`src/rtl/eqpx_pkg.sv`:
```
// shared types and constants for the equal-power crossfader
package eqpx_pkg;

    // fixed field widths
    localparam int SAMPLE_BITS = 16;
    localparam int CFG_W       = 16;

    // gain format: unsigned q1.15, 0 .. 32768
    localparam int GAIN_W    = 16;
    localparam int GAIN_FRAC = 15;
    localparam int ONE_Q15   = 32768;

    // mix accumulator: two products of sample by gain plus headroom
    localparam int ACC_W = SAMPLE_BITS + GAIN_W + 2;

    // default table size and fade length after reset
    localparam int GAIN_TABLE_SIZE_DEF = 256;
    localparam logic [CFG_W-1:0] FADE_LENGTH_RESET = 16'd22050;

    // pi/2 in q30
    localparam logic [63:0] HALF_PI_Q30 = 64'd1686629713;

    typedef struct packed {
        logic signed [SAMPLE_BITS-1:0] current_sample;
        logic signed [SAMPLE_BITS-1:0] next_sample;
        logic                          start_fade;
    } in_beat_t;

    typedef struct packed {
        logic signed [SAMPLE_BITS-1:0] out_sample;
        logic                          fading;
        logic                          fade_done;
    } out_beat_t;

endpackage

```
`src/rtl/eqpx_div.sv`:
```
// radix-2 restoring divider, one quotient bit per cycle
module eqpx_div #(
    parameter int NUM_W = 26,
    parameter int DEN_W = 17,
    parameter int QUO_W = 9
) (
    input  logic             aclk,
    input  logic             aresetn,
    input  logic             start,
    input  logic [NUM_W-1:0] num,
    input  logic [DEN_W-1:0] den,
    output logic             done,
    output logic [QUO_W-1:0] quot
);

    localparam int CNT_W = $clog2(QUO_W);

    logic             busy_reg, busy_next;
    logic             done_reg, done_next;
    logic [CNT_W-1:0] cnt_reg, cnt_next;
    logic [DEN_W-1:0] rem_reg, rem_next;
    logic [DEN_W-1:0] den_reg, den_next;
    logic [QUO_W-1:0] quo_reg, quo_next;
    logic [DEN_W:0]   trial;
    logic             fits;

    always_comb begin
        trial     = {rem_reg, quo_reg[QUO_W-1]};
        fits      = (trial >= {1'b0, den_reg});
        busy_next = busy_reg;
        done_next = 1'b0;
        cnt_next  = cnt_reg;
        rem_next  = rem_reg;
        den_next  = den_reg;
        quo_next  = quo_reg;
        if (start) begin
            // quotient fits in QUO_W bits, so the upper part is already below den
            rem_next  = DEN_W'(num >> QUO_W);
            quo_next  = num[QUO_W-1:0];
            den_next  = den;
            cnt_next  = '0;
            busy_next = 1'b1;
        end else if (busy_reg) begin
            rem_next = fits ? DEN_W'(trial - {1'b0, den_reg}) : trial[DEN_W-1:0];
            quo_next = {quo_reg[QUO_W-2:0], fits};
            cnt_next = cnt_reg + 1'b1;
            if (cnt_reg == CNT_W'(QUO_W - 1)) begin
                busy_next = 1'b0;
                done_next = 1'b1;
            end
        end
    end

    always_ff @(posedge aclk) begin
        rem_reg <= rem_next;
        den_reg <= den_next;
        quo_reg <= quo_next;
        cnt_reg <= cnt_next;
        if (!aresetn) begin
            busy_reg <= 1'b0;
            done_reg <= 1'b0;
        end else begin
            busy_reg <= busy_next;
            done_reg <= done_next;
        end
    end

    assign done = done_reg;
    assign quot = quo_reg;

endmodule

```
`src/rtl/eqpx_gain_rom.sv`:
```
// quarter-sine gain table, built at elaboration, registered read
module eqpx_gain_rom #(
    parameter int GAIN_TABLE_SIZE = eqpx_pkg::GAIN_TABLE_SIZE_DEF
) (
    input  logic                                   aclk,
    input  logic [$clog2(GAIN_TABLE_SIZE+1)-1:0]   addr,
    output logic [eqpx_pkg::GAIN_W-1:0]            data
);

    import eqpx_pkg::*;

    localparam int TAYLOR_TERMS = 7;
    localparam int ROM_W        = (GAIN_TABLE_SIZE + 1) * GAIN_W;

    // sin(i*pi/(2*size)) by a truncated q30 taylor series, rounded to q15
    function automatic logic [GAIN_W-1:0] quarter_sine(input int unsigned idx);
        logic [63:0]        x;
        logic [63:0]        x2;
        logic [63:0]        term;
        logic signed [63:0] sum;
        logic [63:0]        g;
        int                 k;
        x    = (64'(idx) * HALF_PI_Q30 + 64'(GAIN_TABLE_SIZE / 2)) / 64'(GAIN_TABLE_SIZE);
        x2   = (x * x + (64'd1 << 29)) >> 30;
        term = x;
        sum  = $signed(x);
        for (k = 1; k <= TAYLOR_TERMS; k++) begin
            term = ((term * x2) >> 30) / 64'((2 * k) * (2 * k + 1));
            if (k[0]) begin
                sum = sum - $signed(term);
            end else begin
                sum = sum + $signed(term);
            end
        end
        if (sum <= 0) begin
            g = '0;
        end else begin
            g = (64'(sum) + (64'd1 << 14)) >> 15;
            if (g > 64'(ONE_Q15)) begin
                g = 64'(ONE_Q15);
            end
        end
        return GAIN_W'(g);
    endfunction

    function automatic logic [ROM_W-1:0] build_rom();
        logic [ROM_W-1:0] rom;
        int               i;
        rom = '0;
        for (i = 0; i <= GAIN_TABLE_SIZE; i++) begin
            rom[i*GAIN_W +: GAIN_W] = quarter_sine(i);
        end
        return rom;
    endfunction

    localparam logic [ROM_W-1:0] GAIN_ROM = build_rom();

    logic [GAIN_W-1:0] data_reg;

    always_ff @(posedge aclk) begin
        data_reg <= GAIN_ROM[GAIN_W*addr +: GAIN_W];
    end

    assign data = data_reg;

endmodule

```
`src/rtl/eqpx_mac.sv`:
```
// bit-serial dual multiply-accumulate: cur*gain_cos + nxt*gain_sin, gain msb first
module eqpx_mac (
    input  logic                                       aclk,
    input  logic                                       aresetn,
    input  logic                                       start,
    input  logic signed [eqpx_pkg::SAMPLE_BITS-1:0]    cur,
    input  logic signed [eqpx_pkg::SAMPLE_BITS-1:0]    nxt,
    input  logic        [eqpx_pkg::GAIN_W-1:0]         gain_cos,
    input  logic        [eqpx_pkg::GAIN_W-1:0]         gain_sin,
    output logic                                       done,
    output logic signed [eqpx_pkg::ACC_W-1:0]          acc
);

    import eqpx_pkg::*;

    localparam int CNT_W = $clog2(GAIN_W);

    logic                          busy_reg, busy_next;
    logic                          done_reg, done_next;
    logic [CNT_W-1:0]              cnt_reg, cnt_next;
    logic signed [ACC_W-1:0]       acc_reg, acc_next;
    logic [GAIN_W-1:0]             gc_sh_reg, gc_sh_next;
    logic [GAIN_W-1:0]             gs_sh_reg, gs_sh_next;
    logic signed [SAMPLE_BITS-1:0] cur_reg, cur_next;
    logic signed [SAMPLE_BITS-1:0] nxt_reg, nxt_next;
    logic signed [ACC_W-1:0]       add_cur;
    logic signed [ACC_W-1:0]       add_nxt;

    always_comb begin
        add_cur    = gc_sh_reg[GAIN_W-1] ? ACC_W'(cur_reg) : '0;
        add_nxt    = gs_sh_reg[GAIN_W-1] ? ACC_W'(nxt_reg) : '0;
        busy_next  = busy_reg;
        done_next  = 1'b0;
        cnt_next   = cnt_reg;
        acc_next   = acc_reg;
        gc_sh_next = gc_sh_reg;
        gs_sh_next = gs_sh_reg;
        cur_next   = cur_reg;
        nxt_next   = nxt_reg;
        if (start) begin
            acc_next   = '0;
            gc_sh_next = gain_cos;
            gs_sh_next = gain_sin;
            cur_next   = cur;
            nxt_next   = nxt;
            cnt_next   = '0;
            busy_next  = 1'b1;
        end else if (busy_reg) begin
            acc_next   = (acc_reg <<< 1) + add_cur + add_nxt;
            gc_sh_next = {gc_sh_reg[GAIN_W-2:0], 1'b0};
            gs_sh_next = {gs_sh_reg[GAIN_W-2:0], 1'b0};
            cnt_next   = cnt_reg + 1'b1;
            if (cnt_reg == CNT_W'(GAIN_W - 1)) begin
                busy_next = 1'b0;
                done_next = 1'b1;
            end
        end
    end

    always_ff @(posedge aclk) begin
        acc_reg   <= acc_next;
        gc_sh_reg <= gc_sh_next;
        gs_sh_reg <= gs_sh_next;
        cur_reg   <= cur_next;
        nxt_reg   <= nxt_next;
        cnt_reg   <= cnt_next;
        if (!aresetn) begin
            busy_reg <= 1'b0;
            done_reg <= 1'b0;
        end else begin
            busy_reg <= busy_next;
            done_reg <= done_next;
        end
    end

    assign done = done_reg;
    assign acc  = acc_reg;

endmodule

```
`src/rtl/equal_power_crossfader.sv`:
```
// top level of the equal-power crossfader
//
// Equal-power crossfade between two sample streams. Each input beat is one
// output tick and gives exactly one result beat. While no fade runs the
// current sample passes straight through (fading = 0). A beat with start_fade
// set, also one during a running fade, restarts the fade at count zero; for
// fade_length ticks the result is current*cos(r*pi/2) + next*sin(r*pi/2) with
// r = count/fade_length, rounded and saturated to 16 bits, and fade_done marks
// the last mixed tick. fade_length is written through cfg_wr_en/cfg_wr_data
// (a value of 0 acts as 1) and resets to 22050; write it only while the block
// is idle. One beat is in work at a time. A pass-through beat is held in the
// result register in ST_OUT and goes to the output register from there. A
// mixed beat is worked through the states in order: the table index comes
// from a serial divider at one quotient bit per cycle, the two gains are read
// one after the other from the gain table, the mix is a bit-serial multiply
// over the 16 gain bits, and the result is rounded, saturated and handed to
// the output register. The output register holds a finished beat while the
// next input beat is taken; a beat that finds it still full waits for as long
// as the result side stalls.
module equal_power_crossfader #(
    parameter int GAIN_TABLE_SIZE = eqpx_pkg::GAIN_TABLE_SIZE_DEF
) (
    input  logic                          aclk,
    input  logic                          aresetn,
    // input beats
    input  logic                          s_valid,
    output logic                          s_ready,
    input  eqpx_pkg::in_beat_t            s_data,
    // result beats
    output logic                          m_valid,
    input  logic                          m_ready,
    output eqpx_pkg::out_beat_t           m_data,
    // fade length register
    input  logic                          cfg_wr_en,
    input  logic [eqpx_pkg::CFG_W-1:0]    cfg_wr_data
);

    import eqpx_pkg::*;

    // table index width, quotient width of the divider
    localparam int IDX_W = $clog2(GAIN_TABLE_SIZE + 1);
    // count*2*size + len
    localparam int NUM_W = CFG_W + $clog2(2 * GAIN_TABLE_SIZE) + 1;
    // divisor is 2*len
    localparam int DEN_W = CFG_W + 1;
    // width after the q15 shift
    localparam int SR_W  = ACC_W - GAIN_FRAC;

    localparam logic signed [SR_W-1:0] SAT_MAX = SR_W'((1 << (SAMPLE_BITS - 1)) - 1);
    localparam logic signed [SR_W-1:0] SAT_MIN = -SAT_MAX - SR_W'(1);

    typedef enum logic [2:0] {
        ST_IDLE,    // waiting for an input beat
        ST_DIV,     // serial divide for the table index
        ST_SIN,     // sine gain address out
        ST_COS,     // cosine gain address out, sine gain back
        ST_MSTART,  // cosine gain back, start the mix
        ST_MAC,     // bit-serial mix running
        ST_FIN,     // round, saturate, step the fade
        ST_OUT      // hand the result to the output register
    } state_t;

    state_t                        state_reg, state_next;
    logic [CFG_W-1:0]              fade_len_reg, fade_len_next;
    logic                          active_reg, active_next;
    logic [CFG_W-1:0]              count_reg, count_next;
    logic signed [SAMPLE_BITS-1:0] cur_reg, cur_next;
    logic signed [SAMPLE_BITS-1:0] nxt_reg, nxt_next;
    logic [IDX_W-1:0]              k_reg, k_next;
    logic [GAIN_W-1:0]             gs_reg, gs_next;
    out_beat_t                     res_reg, res_next;
    logic                          m_valid_reg, m_valid_next;
    out_beat_t                     m_data_reg, m_data_next;

    // fade bookkeeping for the beat at the input
    logic [CFG_W-1:0]              len;
    logic                          active_in;
    logic [CFG_W-1:0]              count_in;
    logic                          mix_in;
    logic                          last_tick;

    // divider
    logic                          div_start;
    logic [NUM_W-1:0]              div_num;
    logic [DEN_W-1:0]              div_den;
    logic                          div_done;
    logic [IDX_W-1:0]              div_quot;

    // gain table
    logic [IDX_W-1:0]              rom_addr;
    logic [GAIN_W-1:0]             rom_data;

    // mixer
    logic                          mac_start;
    logic                          mac_done;
    logic signed [ACC_W-1:0]       mac_acc;

    // rounding and saturation
    logic signed [ACC_W-1:0]       acc_rnd;
    logic signed [SR_W-1:0]        acc_q15;
    logic signed [SAMPLE_BITS-1:0] mix_sat;

    // zero length acts as one
    assign len = (fade_len_reg == '0) ? CFG_W'(1) : fade_len_reg;

    always_comb begin
        // a start flag restarts the fade from zero
        active_in = s_data.start_fade ? 1'b1 : active_reg;
        count_in  = s_data.start_fade ? '0 : count_reg;
        // a length shortened below the count ends the fade at once
        mix_in    = active_in && (count_in < len);
        // round(count*size/len) as floor((2*count*size + len) / (2*len))
        div_num   = NUM_W'(count_in) * NUM_W'(2 * GAIN_TABLE_SIZE) + NUM_W'(len);
        div_den   = {len, 1'b0};
        last_tick = (({1'b0, count_reg} + DEN_W'(1)) >= {1'b0, len});
    end

    always_comb begin
        acc_rnd = mac_acc + ACC_W'(ONE_Q15 / 2);
        // arithmetic shift gives floor division by 2^15
        acc_q15 = $signed(acc_rnd[ACC_W-1:GAIN_FRAC]);
        if (acc_q15 > SAT_MAX) begin
            mix_sat = SAMPLE_BITS'(SAT_MAX);
        end else if (acc_q15 < SAT_MIN) begin
            mix_sat = SAMPLE_BITS'(SAT_MIN);
        end else begin
            mix_sat = acc_q15[SAMPLE_BITS-1:0];
        end
    end

    // sine gain at k, cosine gain mirrored at size-k
    always_comb begin
        case (state_reg)
            ST_COS:  rom_addr = IDX_W'(GAIN_TABLE_SIZE) - k_reg;
            default: rom_addr = k_reg;
        endcase
    end

    always_comb begin
        state_next    = state_reg;
        fade_len_next = fade_len_reg;
        active_next   = active_reg;
        count_next    = count_reg;
        cur_next      = cur_reg;
        nxt_next      = nxt_reg;
        k_next        = k_reg;
        gs_next       = gs_reg;
        res_next      = res_reg;
        div_start     = 1'b0;
        mac_start     = 1'b0;
        // output register drains on its own handshake
        m_valid_next  = m_valid_reg && !m_ready;
        m_data_next   = m_data_reg;

        if (cfg_wr_en) begin
            fade_len_next = cfg_wr_data;
        end

        unique case (state_reg)
            ST_IDLE: begin
                if (s_valid) begin
                    cur_next    = s_data.current_sample;
                    nxt_next    = s_data.next_sample;
                    count_next  = count_in;
                    active_next = mix_in;
                    if (mix_in) begin
                        div_start  = 1'b1;
                        state_next = ST_DIV;
                    end else begin
                        // pass-through tick
                        res_next.out_sample = s_data.current_sample;
                        res_next.fading     = 1'b0;
                        res_next.fade_done  = 1'b0;
                        state_next          = ST_OUT;
                    end
                end
            end
            ST_DIV: begin
                if (div_done) begin
                    k_next     = (div_quot > IDX_W'(GAIN_TABLE_SIZE)) ?
                                 IDX_W'(GAIN_TABLE_SIZE) : div_quot;
                    state_next = ST_SIN;
                end
            end
            ST_SIN: begin
                state_next = ST_COS;
            end
            ST_COS: begin
                gs_next    = rom_data;
                state_next = ST_MSTART;
            end
            ST_MSTART: begin
                mac_start  = 1'b1;
                state_next = ST_MAC;
            end
            ST_MAC: begin
                if (mac_done) begin
                    state_next = ST_FIN;
                end
            end
            ST_FIN: begin
                res_next.out_sample = mix_sat;
                res_next.fading     = 1'b1;
                res_next.fade_done  = last_tick;
                count_next          = count_reg + 1'b1;
                if (last_tick) begin
                    active_next = 1'b0;
                end
                state_next = ST_OUT;
            end
            ST_OUT: begin
                if (!m_valid_reg || m_ready) begin
                    m_valid_next = 1'b1;
                    m_data_next  = res_reg;
                    state_next   = ST_IDLE;
                end
            end
            default: begin
                state_next = ST_IDLE;
            end
        endcase
    end

    always_ff @(posedge aclk) begin
        cur_reg    <= cur_next;
        nxt_reg    <= nxt_next;
        k_reg      <= k_next;
        gs_reg     <= gs_next;
        res_reg    <= res_next;
        m_data_reg <= m_data_next;
        if (!aresetn) begin
            state_reg    <= ST_IDLE;
            fade_len_reg <= FADE_LENGTH_RESET;
            active_reg   <= 1'b0;
            count_reg    <= '0;
            m_valid_reg  <= 1'b0;
        end else begin
            state_reg    <= state_next;
            fade_len_reg <= fade_len_next;
            active_reg   <= active_next;
            count_reg    <= count_next;
            m_valid_reg  <= m_valid_next;
        end
    end

    // ready only between beats
    assign s_ready = (state_reg == ST_IDLE);
    assign m_valid = m_valid_reg;
    assign m_data  = m_data_reg;

    eqpx_div #(
        .NUM_W (NUM_W),
        .DEN_W (DEN_W),
        .QUO_W (IDX_W)
    ) u_div (
        .aclk    (aclk),
        .aresetn (aresetn),
        .start   (div_start),
        .num     (div_num),
        .den     (div_den),
        .done    (div_done),
        .quot    (div_quot)
    );

    eqpx_gain_rom #(
        .GAIN_TABLE_SIZE (GAIN_TABLE_SIZE)
    ) u_rom (
        .aclk (aclk),
        .addr (rom_addr),
        .data (rom_data)
    );

    eqpx_mac u_mac (
        .aclk     (aclk),
        .aresetn  (aresetn),
        .start    (mac_start),
        .cur      (cur_reg),
        .nxt      (nxt_reg),
        .gain_cos (rom_data),
        .gain_sin (gs_reg),
        .done     (mac_done),
        .acc      (mac_acc)
    );

endmodule

```
`config.mk`:
```
export PLATFORM = sky130hd
export DESIGN_NAME = equal_power_crossfader
export DESIGN_NICKNAME = d
export VERILOG_FILES = /design/src/rtl/eqpx_pkg.sv /design/src/rtl/eqpx_div.sv /design/src/rtl/eqpx_gain_rom.sv /design/src/rtl/eqpx_mac.sv /design/src/rtl/equal_power_crossfader.sv
export SDC_FILE = /design/constraint.sdc
export NUM_CORES = 1
export LEC_CHECK = 0
export BUFFER_PORTS_ARGS = -buffer_cell sky130_fd_sc_hd__buf_2
export CELL_PAD_IN_SITES_DETAIL_PLACEMENT = 2
export CELL_PAD_IN_SITES_GLOBAL_PLACEMENT = 2
export CORE_ASPECT_RATIO = 0.8
export CORE_UTILIZATION = 40
export CTS_CLUSTER_DIAMETER = 200
export CTS_CLUSTER_SIZE = 10
export DETAILED_ROUTE_END_ITERATION = 8
export PLACE_DENSITY_LB_ADDON = 0.1
export SLEW_MARGIN = 20
export SYNTH_ARGS = -nofsm -noshare
export SYNTH_HDL_FRONTEND = slang
export SYNTH_SLANG_ARGS = --single-unit
```
`constraint.sdc`:
```
create_clock -name aclk -period 10.1 [get_ports aclk]
set_clock_uncertainty 0.05 [all_clocks]
set_input_delay 1.515 -clock aclk [delete_from_list [all_inputs] [get_ports aclk]]
set_output_delay 1.515 -clock aclk [all_outputs]
set_load 0.1 [all_outputs]
```
# ---- After elaboration in Yosys (flattened, before gate mapping)
# Cells that the tools add are included.
dict set report classes {
  order_cmp 6
  n_eq_ne 15
  reduce_logical 19
  n_addsub 10
  n_mux 45
  mul 0
  div_mod_pow 0
  bitwise_logic 3
  shifts 1
}
# operator n
set ops {}
lappend ops {{4112-bit by 14-bit variable part select with 16-bit output, first input constant} 1}
lappend ops {{16-bit 2-to-1 mux} 9}
lappend ops {{34-bit adder} 2}
lappend ops {{34-bit 2-to-1 mux} 2}
lappend ops {{17-bit 2-to-1 mux} 3}
lappend ops {{18-bit 2-to-1 mux} 2}
lappend ops {{18-bit case mux with 2 select lines} 1}
lappend ops {{34-bit by 16-bit adder with 34-bit output, second input constant} 1}
lappend ops {{16-bit case mux with 2 select lines} 1}
lappend ops {{9-bit 2-to-1 mux} 3}
lappend ops {{25-bit by 16-bit adder with 26-bit output} 1}
lappend ops {{3-bit case mux with 8 select lines} 1}
lappend ops {{19-bit by 16-bit > comparator with 1-bit output, second input constant} 1}
lappend ops {{19-bit by 16-bit less-than comparator with 1-bit output, second input constant} 1}
lappend ops {{18-bit by 17-bit >= comparator with 1-bit output} 1}
lappend ops {{16-bit by 1-bit adder with 17-bit output, second input constant} 1}
lappend ops {{17-bit by 16-bit >= comparator with 1-bit output} 1}
lappend ops {{1-bit 2-to-1 mux} 17}
lappend ops {{17-bit subtractor} 1}
lappend ops {{16-bit by 1-bit adder with 16-bit output, second input constant} 1}
lappend ops {{16-bit logical NOT} 1}
lappend ops {{16-bit less-than comparator} 1}
lappend ops {{3-bit 2-to-1 mux} 5}
lappend ops {{3-bit equality test, second input constant} 4}
lappend ops {{19 further kinds} 37}
dict set report totals {
  inputBits 54
  wordCells 129
  mem_count 0
  ram_bits 0
  latchBits 0
  mem_bits_ro 0
  regBits 298
}

# ---- Depth between registers and ports, before layout
dict set report depth {
  ltp_word 8
  depth_mapped 17
  mapped_depth_nobuf 16
}

# ---- Cells and area by module
# From an unflattened synthesis, not the netlist that was laid out.
dict set report unflattened {
  cells_unflattened 2216
  area_unflattened_um2 20915.1
}
# module cells_per_inst n_inst area_each_um2
set modules_own_cells {}
lappend modules_own_cells {equal_power_crossfader 681 1 7048.0}
lappend modules_own_cells {eqpx_mac 569 1 6346.1}
lappend modules_own_cells {eqpx_gain_rom 687 1 4503.1}
lappend modules_own_cells {eqpx_div 279 1 3017.9}

# ---- Least setup slack after synthesis
# No wires, ideal clock.
dict set report synth_path {
  path_kind {in2reg}
  start {input port s_data[0] in the netlist's numbering}
  end {register u_div.quo_reg[0], in the netlist u_div.quot[0], enable pin}
  path_slack_ns 5.363
  t_required_ns 9.663
  setup_time_ns 0.387
  cell_stages 12
  arrival_ns 4.300
  n_path_buf 3
  cell_sequence {clkbuf_1 clkbuf_1 nor2b_1 ha_1 a21o_1 a21oi_1 nor2_1 a2111oi_0 o211ai_1 or2_2 buf_2 nand2b_1}
}
dict set report synth_via {
  elab_chain_len 7
  elab_cells_between_ends 8
  classes_between {1 x order compare; 5 x mux; 2 x reduce/logical}
}
# item line
set synth_rtl {}
lappend synth_rtl {{start: declaration} equal_power_crossfader.sv:28} ;# input eqpx_pkg::in_beat_t s_data,
lappend synth_rtl {{16-bit 2-to-1 mux} equal_power_crossfader.sv:109} ;# count_in = s_data.start_fade ? '0 : count_reg;
lappend synth_rtl {{16-bit less-than comparator} equal_power_crossfader.sv:111} ;# mix_in = active_in && (count_in < len);
lappend synth_rtl {{1-bit logical AND (*)} equal_power_crossfader.sv:111}
lappend synth_rtl {{1-bit 2-to-1 mux (*)} equal_power_crossfader.sv:166} ;# if (mix_in) begin
lappend synth_rtl {{1-bit 2-to-1 mux (*)} equal_power_crossfader.sv:161} ;# if (s_valid) begin
lappend synth_rtl {{1-bit 2-to-1 mux (*)} equal_power_crossfader.sv:159} ;# unique case (state_reg)
lappend synth_rtl {{2-bit nonzero test (no line) (*)} -}
lappend synth_rtl {{end signal: assignment} eqpx_div.sv:57} ;# quo_reg <= quo_next;
lappend synth_rtl {{end: declaration} eqpx_div.sv:23} ;# logic [QUO_W-1:0] quo_reg, quo_next;
# Every way passes the cells marked *; elsewhere a longest branch is shown, timed or not.
# A chain may end at the register's enable or synchronous reset.

# ---- Worst setup path in the final report
dict set report layout_path {
  start {register k_reg[0]}
  end {register u_rom.data_reg[0], in the netlist u_rom.data[0]}
}
dict set report layout_via {
  elab_chain_len 3
}
# item line
set layout_rtl {}
lappend layout_rtl {{start: declaration} equal_power_crossfader.sv:69} ;# logic [IDX_W-1:0] k_reg, k_next;
lappend layout_rtl {{start signal: assignment} equal_power_crossfader.sv:227} ;# k_reg <= k_next;
lappend layout_rtl {{9-bit subtractor} equal_power_crossfader.sv:134} ;# ST_COS: rom_addr = IDX_W'(GAIN_TABLE_SIZE) - k_reg;
lappend layout_rtl {{9-bit 2-to-1 mux (*)} equal_power_crossfader.sv:133} ;# case (state_reg)
lappend layout_rtl {{4112-bit by 14-bit variable part select with 16-bit output (*)} eqpx_gain_rom.sv:61} ;# data_reg <= GAIN_ROM[GAIN_W*addr +: GAIN_W];
lappend layout_rtl {{end signal: assignment} eqpx_gain_rom.sv:61}
lappend layout_rtl {{end: declaration} eqpx_gain_rom.sv:58} ;# logic [GAIN_W-1:0] data_reg;
# Marked as above.

==> metrics.md <==
| Metric | Value |
|---|---|
| Outcome | finished, final reports clean |
| Ordered list of cells on the worst path | buf_4 -> inv_1 -> buf_4 -> ha_1 -> and4bb_1 -> xnor2_4 -> buf_4 -> inv_2 -> buf_4 -> nor2_1 -> nand2_1 -> nand4_1 -> o21ai_0 -> a2111oi_2 -> a31oi_1 -> o221ai_1 |
| Area growth syn-to-layout | 9.61% |
| Fraction of synthesized cell area taken by the top area cell type | 29.8% |
| Starting DRT DRC Count | 1335 |
| Total global routing overflow | 0 |
| Critical R2R Launch | k_reg[0]$_SDFFCE_PN0P_ |
| Sequential cell area | 0.00796 mm2 |
| Clock latency on the worst-skew pair | 0.57 ns |
| Total wire length after detailed routing | 81000 um |
| Maximum Capacitance Violations | 0 |
| Buffers on Ports | 73 |
| Post-Place Cells | 2859 |
| Top_reg_cell synth | edfxtp_1 |
| Hold Path Origin | cur_reg[14]$_DFFE_PP_ |
| First-pass iteration count of the detailed router | 6 |
| Dpl hpwl | 58200 um |
| Total of hold buffers inserted after clock tree synthesis | 0 |
| Cell Pwr Density | 273 mW/mm2 |
| Crit path time final | 5.24 ns |
| Routability congestion estimate from global placement | 0.958 |
| Clock H-tree levels | 2 |
| RSZ-0062 raised after global routing | no |
| Hold crit path type | reg -> reg |
| Fraction of the cycle the final worst path needs | 51.8% |
| Count of non-filler cells in the finished layout | 2924 |
| Count of fill cells added during filler insertion | 5317 |
| Worst slew slack as a fraction of its limit | 21.2% |
| Average routed wire per standard cell | 27.7 um |
| Sort of element at the end of the critical path | register |
| Die Outline Area | 0.0510 mm2 |
| Net Count, Synth | 2429 |
| Largest area contributor in the synthesized netlist | edfxtp_1 |
| Critical path's slowest cell | nor2_1 |
| Setup violations, final | 0 |
| Warning count from the yosys run | 0 |
| Routed vias | 18.3k |
| Arrival @ worst endpoint | 5.66 ns |
| Number of standard cells after synthesis | 2238 |
| CP peak stage delay | 0.73 ns |
| Post-CTS setup buffer count | 0 |
| Most frequent cell after synthesis | nand2_1 |
| Highest fanout seen on the critical path | 51 |
| Std-Cell Rows | 72 |
| CTS-repair resized insts | 0 |
| GRT Overall Usage | 31.7% |
| Number of global-route vias before repair | 19.3k |
| First-pass GRT wire length | 123000 um |
| Flop and latch count out of synthesis | 298 |
| Layout Nets | 2422 |
| Static power due to leakage | 8.68 nW |
| Max VDD drop | 151 uV |
| Summed negative setup slack over all endpoints | 0 ns |
| Worst path required time | 10.53 ns |
| Via count normalized by instance count | 6.24 |
| Netlist area before placement | 0.0200 mm2 |
| TritonCTS clock tree | yes |
| EDFF count, synth | 199 |
| Async SR Flop Fraction | 0% |
| Flip-flop count of the largest register after layout | 34 |
| Cell types with the largest area share after synthesis | edfxtp_1, dfxtp_1, ha_1, nand2_1, o21ai_0 |
| Effective utilization at floorplan | 41.0% |
| Most numerous cell types in the synthesized netlist | nand2_1, nor2_1, edfxtp_1 |
| Most repeated library cell on the critical path | buf_4 |
| Worst Setup Path Type | reg -> reg |
| Largest net degree at the start of global routing | 80 |
| Distinct cell type count of the synthesized netlist | 90 |
| Crit path launch | k_reg[0]$_SDFFCE_PN0P_ |
| Average size of a mapped cell | 8.96 um2 |
| I/O Pins | 74 |
| Area of the multi-input gates | 0.0111 mm2 |
| DR DRC count | 0 |
| Number of buffers inserted during clock tree synthesis | 35 |
| Share of cells above drive strength 1 | 8.64% |
| Area of the placeable core | 0.0489 mm2 |
| Final ANT Viol Nets | 0 |
| Number of antenna violations at the first check in global routing | 2 |
| FMAX | 191 MHz |
| Diodes inserted | 0 |
| Clock slew at the register clock pins of the worst setup and hold paths | 0.09 ns |
| Chip height | 202 um |
| Clock Root Buffer | clkbuf_16 |
| Type of origin of the critical path | register |
| Clock sink total | 298 |
| Max-slew violation count | 0 |
| Pin slew with the least headroom to its limit | 1.18 ns |
| Clock buffer depth | 3 |
| Sequential area share after synthesis | 39.7% |
| Die Span X | 252 um |
| Hold Vio Cnt, Final | 0 |
==> where the power goes <==
group	total (mW)	internal [mW]	switching [mW]	leakage, nW
registers	1.96	1.71	0.248	2.66
clock network	1.22	0.659	0.557	0.485
logic	2.84	1.02	1.82	5.53
total	6.01	3.39	2.62	8.68
==> final timing paths <==
path                                                     to  slack (ns)  cells after the start
worst min-delay path            u_mac.cur_reg[14]$_DFFE_PP_        0.36                      0
worst max-delay path                  u_rom.data[0]$_DFF_P_        4.86                     16
worst max register to register        u_rom.data[0]$_DFF_P_        4.86                     16
worst min register to register  u_mac.cur_reg[14]$_DFFE_PP_        0.36                      0
==> cell type report <==
type                    count  area share, %
flip-flops and latches    298           36.2
multi-input cells        1676           50.4
clock buffers              60           4.41
repair buffers            112           3.01
inverters                 108           1.85
well taps                 666           3.79
clock inverters             4          0.268
==> critical path: cells and delay by family, from the launching register on <==
| family | cells | cell delay, ns |
|---|---|---|
| fa+ha+maj | 1 | 0.41 |
| buf+inv | 6 | 1.66 |
| compound gates | 4 | 0.94 |
| xor+xnor | 1 | 0.14 |
| flops | 1 | 0.32 |
| simple gates | 4 | 1.55 |
==> cell usage in the layout, fill, tap and decap left out, types with 8 or more instances in the layout <==
master,instances
nand2_1,277
nor2_1,204
edfxtp_1,199
o21ai_0,155
a21oi_1,150
ha_1,102
inv_1,100
dfxtp_1,98
buf_2,73
xnor2_1,63
nor3_1,60
nand3_1,48
mux2i_1,48
buf_4,38
xor2_1,37
nor2b_1,35
fa_1,35
clkbuf_16,35
a21o_1,32
a31oi_1,29
o211ai_1,28
clkbuf_1,25
and3_1,21
nand4_1,21
a211oi_1,20
nand2b_1,18
o311ai_0,18
a22oi_1,18
nand3b_1,16
and2_1,15
o22a_1,15
o31ai_1,14
o21a_1,11
o22ai_1,11
o221ai_1,11
or3_1,10
o2111ai_1,9
a221oi_1,8
nor4_1,8
==> logic make-up (layout without fill, tap and decap cells) <==
kind of cell               after synthesis  count (layout)  synth area share, %
and+or+nand+nor                        772             772                 17.9
muxes                                   50              50                 2.51
adders and majority gates              137             137                 9.86
xor gates and xnor gates               103             103                 4.57
AOI/OAI and AO/OA                      614             614                 20.1
buffers and inverters                  264             284                 5.41
DFF                                    298             298                 39.7
==> stage by stage <==
| step | hold slack, ns | worst slack (ns) | utilization, % | total power, mW | cell area (um2) |
|---|---|---|---|---|---|
| CTS | 0.363 | 5.04 | 44.9 | 6.01 | 22000 |
| global route | 0.372 | 4.63 | 44.9 | 6.36 | 22000 |
| floorplan | 0.350 | 5.36 | - | 3.85 | 20000 |
| global placement | 0.351 | 4.62 | 42.8 | 4.54 | 20900 |
| finish | 0.363 | 4.86 | 44.9 | 6.01 | 22000 |
| detailed placement | 0.355 | 4.92 | 42.8 | 4.74 | 20900 |
==> metal layers <==
layer  global-route usage, %  wire length [um]  part of all wire (%)  vias to the layer above
met5                       0                16                 0.020                        -
met4                    8.27              1830                   2.3                        2
met3                    4.83              5280                   6.5                      121
met2                    51.3             37500                    46                      640
met1                    43.9             36400                    45                     9396
li1                        -                 -                     -                     8092
(Power assumes the default switching activity.)
